--- src/design/b64lw_pkg.sv ---
package b64lw_pkg;

   localparam logic [4:0] GROUPS_PER_LINE = 5'd19;
   localparam logic [6:0] PAD_CHAR = 7'd61;
   localparam logic [6:0] NEWLINE_CHAR = 7'd10;

   localparam int QDEPTH = 2;
   localparam int QPTR_W = 1;
   localparam int QCNT_W = 2;

   localparam logic [2:0] IDX_S0 = 3'd0;
   localparam logic [2:0] IDX_S1 = 3'd1;
   localparam logic [2:0] IDX_S2 = 3'd2;
   localparam logic [2:0] IDX_S3 = 3'd3;
   localparam logic [2:0] IDX_NL = 3'd4;

   localparam logic [1:0] USED_ONE = 2'd1;
   localparam logic [1:0] USED_TWO = 2'd2;
   localparam logic [1:0] USED_THREE = 2'd3;

   localparam logic REG_LINE_WRAP = 1'b0;

   typedef struct packed {
      logic [7:0] in_byte;
      logic       last_byte;
   } req_type;

   typedef struct packed {
      logic [6:0] out_char;
      logic       last_char;
   } rsp_type;

   typedef struct packed {
      logic [23:0] group;
      logic [1:0]  used;
      logic        newline;
   } group_type;

   function automatic logic [6:0] b64_char(input logic [5:0] v);
      logic [6:0] c;
      if (v < 6'd26) begin
         c = 7'd65 + {1'b0, v};
      end else if (v < 6'd52) begin
         c = 7'd71 + {1'b0, v};
      end else if (v < 6'd62) begin
         c = {1'b0, v} - 7'd4;
      end else if (v == 6'd62) begin
         c = 7'd43;
      end else begin
         c = 7'd47;
      end
      return c;
   endfunction

endpackage

--- src/design/base64_encoder_line_wrap.sv ---
// Channel   Direction  Handshake                 Payload
// req       in         req_valid / req_ready     req_data: in_byte, last_byte
// rsp       out        rsp_valid / rsp_ready     rsp_data: out_char, last_char
// csr       in         csr_psel / csr_penable    line_wrap at byte address 0
//
// A byte is taken in every cycle while the two-entry group queue has room.
// Each group gives four characters, or five with a newline, one per cycle
// from the output register while rsp_ready does not hold it.
// Synchronous reset clears the group state, the queue and the output valid.
// The input stalls only when the queue is full; the output stalls only on rsp_ready.
module base64_encoder_line_wrap import b64lw_pkg::*; (
   input  logic        clock,
   input  logic        reset,
   input  logic        req_valid,
   output logic        req_ready,
   input  req_type     req_data,
   output logic        rsp_valid,
   input  logic        rsp_ready,
   output rsp_type     rsp_data,
   input  logic        csr_psel,
   input  logic        csr_penable,
   input  logic        csr_pwrite,
   input  logic [2:0]  csr_paddr,
   input  logic [31:0] csr_pwdata,
   output logic [31:0] csr_prdata,
   output logic        csr_pready
);

   logic      line_wrap_ff, line_wrap_in;
   logic      q_full;
   logic      push;
   group_type push_data;
   logic      pop;
   logic      head_valid;
   group_type head;

   assign csr_pready = 1'b1;
   assign csr_prdata = (csr_paddr[2] == REG_LINE_WRAP) ? {31'd0, line_wrap_ff} : 32'd0;

   always_comb begin
      line_wrap_in = line_wrap_ff;
      if (csr_psel && csr_penable && csr_pwrite && csr_pready
          && csr_paddr[2] == REG_LINE_WRAP) begin
         line_wrap_in = csr_pwdata[0];
      end
   end

   always_ff @(posedge clock) begin
      if (reset) begin
         line_wrap_ff <= 1'b0;
      end else begin
         line_wrap_ff <= line_wrap_in;
      end
   end

   b64lw_front u_front (
      .clock     (clock),
      .reset     (reset),
      .line_wrap (line_wrap_ff),
      .req_valid (req_valid),
      .req_ready (req_ready),
      .req_data  (req_data),
      .q_full    (q_full),
      .push      (push),
      .push_data (push_data)
   );

   b64lw_queue u_queue (
      .clock      (clock),
      .reset      (reset),
      .push       (push),
      .push_data  (push_data),
      .pop        (pop),
      .full       (q_full),
      .head_valid (head_valid),
      .head       (head)
   );

   b64lw_back u_back (
      .clock      (clock),
      .reset      (reset),
      .head_valid (head_valid),
      .head       (head),
      .pop        (pop),
      .rsp_valid  (rsp_valid),
      .rsp_ready  (rsp_ready),
      .rsp_data   (rsp_data)
   );

endmodule

--- src/design/b64lw_front.sv ---
module b64lw_front import b64lw_pkg::*; (
   input  logic      clock,
   input  logic      reset,
   input  logic      line_wrap,
   input  logic      req_valid,
   output logic      req_ready,
   input  req_type   req_data,
   input  logic      q_full,
   output logic      push,
   output group_type push_data
);

   logic [15:0] held_ff, held_in;
   logic [1:0]  count_ff, count_in;
   logic [4:0]  groups_left_ff, groups_left_in;
   logic        accept;
   logic [1:0]  used;
   logic [15:0] held_new;
   logic        newline;

   assign req_ready = !q_full;
   assign accept = req_valid && req_ready;

   always_comb begin
      held_new = held_ff;
      used = USED_THREE;
      priority if (count_ff == 2'd0) begin
         held_new = {req_data.in_byte, 8'h00};
         used = USED_ONE;
      end else if (count_ff == 2'd1) begin
         held_new = {held_ff[15:8], req_data.in_byte};
         used = USED_TWO;
      end
      newline = line_wrap && ((groups_left_ff <= 5'd1) || req_data.last_byte);
      push = accept && ((used == USED_THREE) || req_data.last_byte);
      push_data.used = used;
      push_data.newline = newline;
      if (used == USED_THREE) begin
         push_data.group = {held_ff, req_data.in_byte};
      end else begin
         push_data.group = {held_new, 8'h00};
      end
      held_in = held_ff;
      count_in = count_ff;
      groups_left_in = groups_left_ff;
      if (push) begin
         held_in = 16'h0000;
         count_in = 2'd0;
         if (line_wrap) begin
            if (newline) begin
               groups_left_in = GROUPS_PER_LINE;
            end else begin
               groups_left_in = groups_left_ff - 5'd1;
            end
         end
         if (req_data.last_byte) begin
            groups_left_in = GROUPS_PER_LINE;
         end
      end else if (accept) begin
         held_in = held_new;
         count_in = used;
      end
   end

   always_ff @(posedge clock) begin
      if (reset) begin
         held_ff <= 16'h0000;
         count_ff <= 2'd0;
         groups_left_ff <= GROUPS_PER_LINE;
      end else begin
         held_ff <= held_in;
         count_ff <= count_in;
         groups_left_ff <= groups_left_in;
      end
   end

`ifndef NO_ASSERTIONS
   a_count_range: assert property (@(posedge clock) disable iff (reset)
      count_ff != 2'd3)
      else $error("byte count reached three");
   a_partial_push_last: assert property (@(posedge clock) disable iff (reset)
      push && push_data.used != USED_THREE |-> req_data.last_byte)
      else $error("short group pushed without message end");
   a_counter_nonzero: assert property (@(posedge clock) disable iff (reset)
      push && req_data.last_byte |=> groups_left_ff == GROUPS_PER_LINE)
      else $error("line counter not reloaded at message end");
`endif

endmodule

--- src/design/b64lw_queue.sv ---
module b64lw_queue import b64lw_pkg::*; (
   input  logic      clock,
   input  logic      reset,
   input  logic      push,
   input  group_type push_data,
   input  logic      pop,
   output logic      full,
   output logic      head_valid,
   output group_type head
);

   group_type          entries_ff [QDEPTH];
   logic [QPTR_W-1:0]  wr_ptr_ff, wr_ptr_in;
   logic [QPTR_W-1:0]  rd_ptr_ff, rd_ptr_in;
   logic [QCNT_W-1:0]  count_ff, count_in;

   assign full = (count_ff == QCNT_W'(QDEPTH));
   assign head_valid = (count_ff != '0);
   assign head = entries_ff[rd_ptr_ff];

   always_comb begin
      wr_ptr_in = push ? wr_ptr_ff + 1'b1 : wr_ptr_ff;
      rd_ptr_in = pop ? rd_ptr_ff + 1'b1 : rd_ptr_ff;
      count_in = count_ff + QCNT_W'(push) - QCNT_W'(pop);
   end

   always_ff @(posedge clock) begin
      if (push) begin
         entries_ff[wr_ptr_ff] <= push_data;
      end
   end

   always_ff @(posedge clock) begin
      if (reset) begin
         wr_ptr_ff <= '0;
         rd_ptr_ff <= '0;
         count_ff <= '0;
      end else begin
         wr_ptr_ff <= wr_ptr_in;
         rd_ptr_ff <= rd_ptr_in;
         count_ff <= count_in;
      end
   end

`ifndef NO_ASSERTIONS
   a_no_overflow: assert property (@(posedge clock) disable iff (reset)
      full |-> !push)
      else $error("push into a full queue");
   a_no_underflow: assert property (@(posedge clock) disable iff (reset)
      pop |-> head_valid)
      else $error("pop from an empty queue");
   a_count_ptrs: assert property (@(posedge clock) disable iff (reset)
      (count_ff == QCNT_W'(1)) |-> (wr_ptr_ff != rd_ptr_ff))
      else $error("queue pointers disagree with count");
`endif

endmodule

--- src/design/b64lw_back.sv ---
module b64lw_back import b64lw_pkg::*; (
   input  logic      clock,
   input  logic      reset,
   input  logic      head_valid,
   input  group_type head,
   output logic      pop,
   output logic      rsp_valid,
   input  logic      rsp_ready,
   output rsp_type   rsp_data
);

   logic [2:0] idx_ff, idx_in;
   logic       rsp_valid_ff, rsp_valid_in;
   rsp_type    rsp_data_ff, rsp_data_in;
   logic       load;
   logic       final_char;
   logic [6:0] char_sel;

   assign load = !rsp_valid_ff || rsp_ready;
   assign final_char = head.newline ? (idx_ff == IDX_NL) : (idx_ff == IDX_S3);

   always_comb begin
      unique case (idx_ff)
         IDX_S0: char_sel = b64_char(head.group[23:18]);
         IDX_S1: char_sel = b64_char(head.group[17:12]);
         IDX_S2: char_sel = (head.used != USED_ONE) ? b64_char(head.group[11:6]) : PAD_CHAR;
         IDX_S3: char_sel = (head.used == USED_THREE) ? b64_char(head.group[5:0]) : PAD_CHAR;
         default: char_sel = NEWLINE_CHAR;
      endcase
   end

   always_comb begin
      pop = 1'b0;
      idx_in = idx_ff;
      rsp_valid_in = rsp_valid_ff;
      rsp_data_in = rsp_data_ff;
      if (load) begin
         rsp_valid_in = head_valid;
         if (head_valid) begin
            rsp_data_in.out_char = char_sel;
            rsp_data_in.last_char = final_char;
            pop = final_char;
            idx_in = final_char ? IDX_S0 : idx_ff + 3'd1;
         end
      end
   end

   always_ff @(posedge clock) begin
      if (reset) begin
         idx_ff <= IDX_S0;
         rsp_valid_ff <= 1'b0;
      end else begin
         idx_ff <= idx_in;
         rsp_valid_ff <= rsp_valid_in;
      end
   end

   always_ff @(posedge clock) begin
      rsp_data_ff <= rsp_data_in;
   end

   assign rsp_valid = rsp_valid_ff;
   assign rsp_data = rsp_data_ff;

`ifndef NO_ASSERTIONS
   a_idx_range: assert property (@(posedge clock) disable iff (reset)
      idx_ff <= IDX_NL)
      else $error("character index out of range");
   a_nl_only_wrapped: assert property (@(posedge clock) disable iff (reset)
      head_valid && idx_ff == IDX_NL |-> head.newline)
      else $error("newline slot reached without newline request");
   a_last_on_pop: assert property (@(posedge clock) disable iff (reset)
      pop |=> rsp_valid && rsp_data.last_char)
      else $error("group retired without a last character");
`endif

endmodule
--- config.mk ---
export PLATFORM = sky130hd
export DESIGN_NAME = base64_encoder_line_wrap
export DESIGN_NICKNAME = d
export VERILOG_FILES = /design/src/design/b64lw_pkg.sv /design/src/design/base64_encoder_line_wrap.sv /design/src/design/b64lw_front.sv /design/src/design/b64lw_queue.sv /design/src/design/b64lw_back.sv
export SDC_FILE = /design/constraint.sdc
export NUM_CORES = 1
export LEC_CHECK = 0
export BUFFER_PORTS_ARGS = -buffer_cell sky130_fd_sc_hd__buf_4
export CORE_MARGIN = 2
export CORE_UTILIZATION = 28
export DETAILED_ROUTE_END_ITERATION = 8
export SKIP_LAST_GASP = 1
export SLEW_MARGIN = 5
export SYNTH_ARGS = -nofsm -noshare
export SYNTH_HDL_FRONTEND = slang
export SYNTH_SLANG_ARGS = --single-unit
--- constraint.sdc ---
create_clock -name clock -period 3.3 [get_ports clock]
set_input_delay 0.33 -clock clock [delete_from_list [all_inputs] [get_ports clock]]
set_output_delay 0.33 -clock clock [all_outputs]
set_load 0.005 [all_outputs]
Word-level counts from Yosys, hierarchy flattened --
Memory sizes are Yosys's and may differ from the RTL's. A register that Yosys moved wholly into a read port is not among the register bits. Cells that the tools add are included.
Word-level totals: logic and storage cells 111, flip-flop bits (word level) 40, memories kept 1, output and inout port bits 43, memory bits (writable) 54, memory bits (read-only) 0, input bits 51, latch bits 0
Operators by class: div/mod/pow operators 0, reduce and logical (&&, ||, !) cells 18, $lt $le $gt $ge 13, $mul 0, bitwise logic cells 1, mux-type cells 36, add/subtract/negate cells 18, equality and inequality tests 13, shifts and indexed selects 0
Memories:
- u_queue.entries_ff | depth 2, bits a word 27, read ports 1, clocked after Yosys merged registers in 1, write ports 1, line b64lw_queue.sv:12 | group_type entries_ff [QDEPTH];
Operators by type and width (count):
- $mux W7 | 14
- $add A7 B6 Y7 const A | 8
- $lt A6 B6 Y1 const B | 8
- $pmux W7 S4 | 1
- $sub A6 B3 Y7 const B | 4
- $eq A6 B6 Y1 const B | 4
- $lt A6 B5 Y1 const B | 4
- $mux W24 | 1
- $mux W16 | 1
- $mux W3 | 5
- $mux W5 | 3
- $mux W1 | 9
- $mux W8 | 1
- $eq A2 B2 Y1 const B | 3
- $eq A3 B2 Y1 const B | 2
- $logic_and A1 B1 Y1 | 6
- $le A5 B1 Y1 const B | 1
- $sub A5 B1 Y5 const B | 1
- $reduce_and A2 Y1 | 2
- $reduce_bool A2 Y1 | 2
- $add A3 B1 Y3 const B | 1
- $eq A3 B1 Y1 const B | 1
- $eq A3 B3 Y1 const B | 1
- $logic_not A3 Y1 | 1
- 11 further kinds | 15

Longest topological paths before layout --
word-level depth 8, depth in mapped cells 14, depth with buffers taken out 11

Modules after synthesis --
Synthesis repeated with hierarchy kept, for this count alone.
Unflattened totals: cell total of the unflattened synthesis 569, area, all modules 6008.3 µm²
Modules (own cells, without submodules):
- b64lw_queue | cells each 105, instances 1, sequential area each 1721.7 µm², area an instance 2270.9 µm²
- b64lw_back | cells each 287, instances 1, sequential area each 320.3 µm², area an instance 2139.6 µm²
- b64lw_front | cells each 137, instances 1, sequential area each 460.4 µm², area an instance 1288.7 µm²
- base64_encoder_line_wrap | cells each 40, instances 1, sequential area each 20.0 µm², area an instance 309.0 µm²

Least setup slack after synthesis --
OpenSTA, ideal clock, no wires.
path type flip-flop to flip-flop, start reg with a tool-made name, end reg u_back.rsp_data_ff (netlist bit u_back.rsp_data[6]), data pin, path slack 227 ps, setup time 272 ps, arrival 2801 ps, cell stages (with the launch flop) 14, path buffers 4, required time 3028 ps, clock period less this slack 3073 ps, path through dfxtp_1 buf_6 buf_8 buf_6 buf_4 mux2i_1 inv_1 ha_1 a211oi_1 a21oi_1 a311oi_2 nand2_1 nand4_1 or4b_1
RTL lines:
- end signal: assignment | line b64lw_back.sv:59 | rsp_data_ff <= rsp_data_in;
- end: declaration | line b64lw_back.sv:14 | rsp_type rsp_data_ff, rsp_data_in;

==> run metrics <==
status=finished, final reports clean; Ys Warns=0; Hold Buf Count CTS=0; Final Max Slew Viols=0; Primary FF master, synth=edfxtp_1; layout cell share with drive strength beyond 1=0.138; area grow syn2layout=13.1%; Post-synth EDFFs=62; WP data required=approximately 3.4 ns; met1 Use GR=0.169; final setup fails=0; hold path cells=3; Worst Hold End=line_wrap_ff; Setup Fix Bufs, Post-CTS=0; fin cells=947; # resized after CTS=0; pin count of the biggest net entering global routing=25; clk buf depth=2; slew margin rel.=0.500; final WL=13,400 um; met3 GRT Util=0.0162; critical path class=reg2reg; final hold vios=0; # H-tree levels=3; Final GP Congestion=roughly 0.86; worst hold start=csr_pwdata[0]; die area=23,100 um2; vias in the first global route=about 4,000; # clock sinks=95; met2 Use GR=0.169; Critical Path End Type=register; Top Usage Layer GRT=met1; top post-synthesis cells by area=edfxtp_1 (30%), dfxtp_1 (11%), ha_1 (6.3%); worst slew pin tran=0.750 ns; Worst IR Drop VDD=0.307 mV; row count=54; final hold slack=0.227 ns; Setup TNS=0 ns; crit-path max FO=7; HP Class=in2reg; DP Wirelength=10,400 um; fmax=340 MHz; CTS tree=done; Avg WL per Cell=14.1 um; Mapped Avg Cell Area=9.88 um2; fin crit share=0.892; clk_lat worst skew=0.34 ns; Unique masters post-synth=68; Startpoint Class=register; Post-DP Area=6630 um2; Synth top area share=0.303; Root Buffer=clkbuf_16; Yosys top cell by area=edfxtp_1; Antenna Nets Post-Route=0; core area=~22,000 um2; fillers=2,201; Chip Height=152 um; clock-pin slew on the worst setup and hold paths=0.07 ns; DR vias=4,451; RSZ-0062 raised after global routing=no; Starting Density=0.283; Synth Instances=between 600 and 700; total CTS buffers=9; post-layout util=0.320; Placed Cells=931; CP max-delay cell=or4b_1; DRC violations left=0; global-route wire length before repair=21,700 um; crit-path cells=mux2i_1, inv_1, ha_1, a211oi_1, a21oi_1, a311oi_2, nand2_1, nand4_1, or4b_1; Seq cells post-synth=95; DRC violation total after the first TritonRoute iteration=319; GRT Total Usage=0.116; Die X=152 um; Pre-antenna DRT Iters=5; IO Count=94; FF-to-FF setup slack=0.36 ns; Setup WS post-layout=0.356 ns; Seq. cell area=roughly 2500 um2; Arr. time, crit path=3.00 ns; vias per cell=4.70; dpl ws=0.383 ns; Seq/Total Area, Yosys=0.411; clk_skew=between 0.009 and 0.01 ns; total grt overflow=0; ys async rst share=0; design area=6950 um2; Cell Pwr Density=437 nW/um2; Tot Pwr=3.03 mW; fin nets=744; n_diodes=0; area of the multi-input gates=3230 um2; Critical Path Max Stage Delay=0.47 ns; Mapped Area=6140 um2; leakage power=2.65 nW; Period minus WS final=slightly below 3 ns; R2R Path End=u_back.rsp_data[6]; R2R depth=9; antenna violations before repair=0; max cap viols=0; Port Buffer Count=28
[cell families after synthesis]
logic type	share of synthesized area
AO/OA/AOI/OAI	0.160
XOR/XNOR	0.0342
adder cells (fa/ha/maj)	0.0631
buffers and inverters	0.0831
flip-flops	0.411
multiplexers	0.0898
other	0.00122
AND/OR/NAND/NOR	0.158
[synthesized netlist by cell type (6+ instances only)]
library cell,count
a32oi_1,6
nand4_1,7
nand2_1,44
inv_1,38
nor3_1,8
nor2_1,46
xnor2_1,19
a22o_1,9
and2_1,13
nand2b_1,10
ha_1,31
a21oi_1,40
buf_4,35
nor2b_1,16
nand3_1,18
a31oi_1,6
o21ai_0,18
a211oi_1,6
dfxtp_1,33
edfxtp_1,62
mux2i_1,38
clkbuf_1,9
mux2_2,12
[state kept, by name, summed over array words and instances (netlist names), named ones only]
register                count
u_front.groups_left_ff      5
u_back.rsp_data             8
u_back.idx_ff               3
u_front.count_ff            2
u_queue.rd_ptr_ff           1
u_back.rsp_valid            1
u_queue.count_ff            2
line_wrap_ff                1
u_queue.entries_ff         54
u_front.held_ff            16
u_queue.wr_ptr_ff           1
[critical path: cells and delay by family (launching register included)]
| kind | cells | cell delay [ns] |
|---|---|---|
| adders and majority gates | 1 | 0.27 |
| buffers and inverters | 1 | 0.15 |
| and+or+nand+nor | 3 | 0.71 |
| AOI/OAI and AO/OA | 3 | 0.77 |
| muxes | 1 | 0.38 |
| DFF | 1 | 0.38 |
[power breakdown]
group / internal, mW / total (mW) / leakage (nW) / switching, mW
logic: 0.223 / 0.536 / 1.66 / 0.313
registers: 1.35 / 1.40 / 0.834 / 0.0454
clock network: 0.665 / 1.10 / 0.157 / 0.437
total: 2.24 / 3.03 / 2.65 / 0.795
[layout by cell type (no fill, tap or decap), drive strengths merged, types with 18 or more instances in the layout]
cell / netlist / final
a21oi: 42 / 42
buf: 43 / 51
conb: 2 / 32
dfxtp: 33 / 33
edfxtp: 62 / 62
ha: 31 / 31
inv: 38 / 39
mux2i: 40 / 40
nand2: 45 / 45
nand3: 18 / 18
nor2: 46 / 46
o21ai: 20 / 20
xnor2: 19 / 19
[worst max path at each step]
stage	from	endpoint	slack (ns)
after CTS	register	u_back.rsp_data[6]	0.37
after global routing	register	u_back.rsp_data[6]	0.02
final	register	u_back.rsp_data[6]	0.36
after floorplan	register	u_back.rsp_data[6]	0.23
after global placement	register	u_back.rsp_data[6]	0.43
after detailed placement	register	u_back.rsp_data[6]	0.38
[layout make-up]
class / count / area share
Tap cell: 280 / 0.0504
Multi-Input combinational cell: 467 / 0.465
Sequential cell: 95 / 0.363
Timing Repair Buffer: 51 / 0.0551
Inverter: 38 / 0.0205
Clock inverter: 7 / 0.0137
Clock buffer: 9 / 0.0324
[routing by layer]
metal / vias to the layer above / share of wire
li1: 2291 / -
met1: 2057 / 0.52
met2: 81 / 0.43
met3: 22 / 0.022
met4: 0 / 0.030
met5: - / 0
No activity file was read; power rests on OpenSTA's default activity.
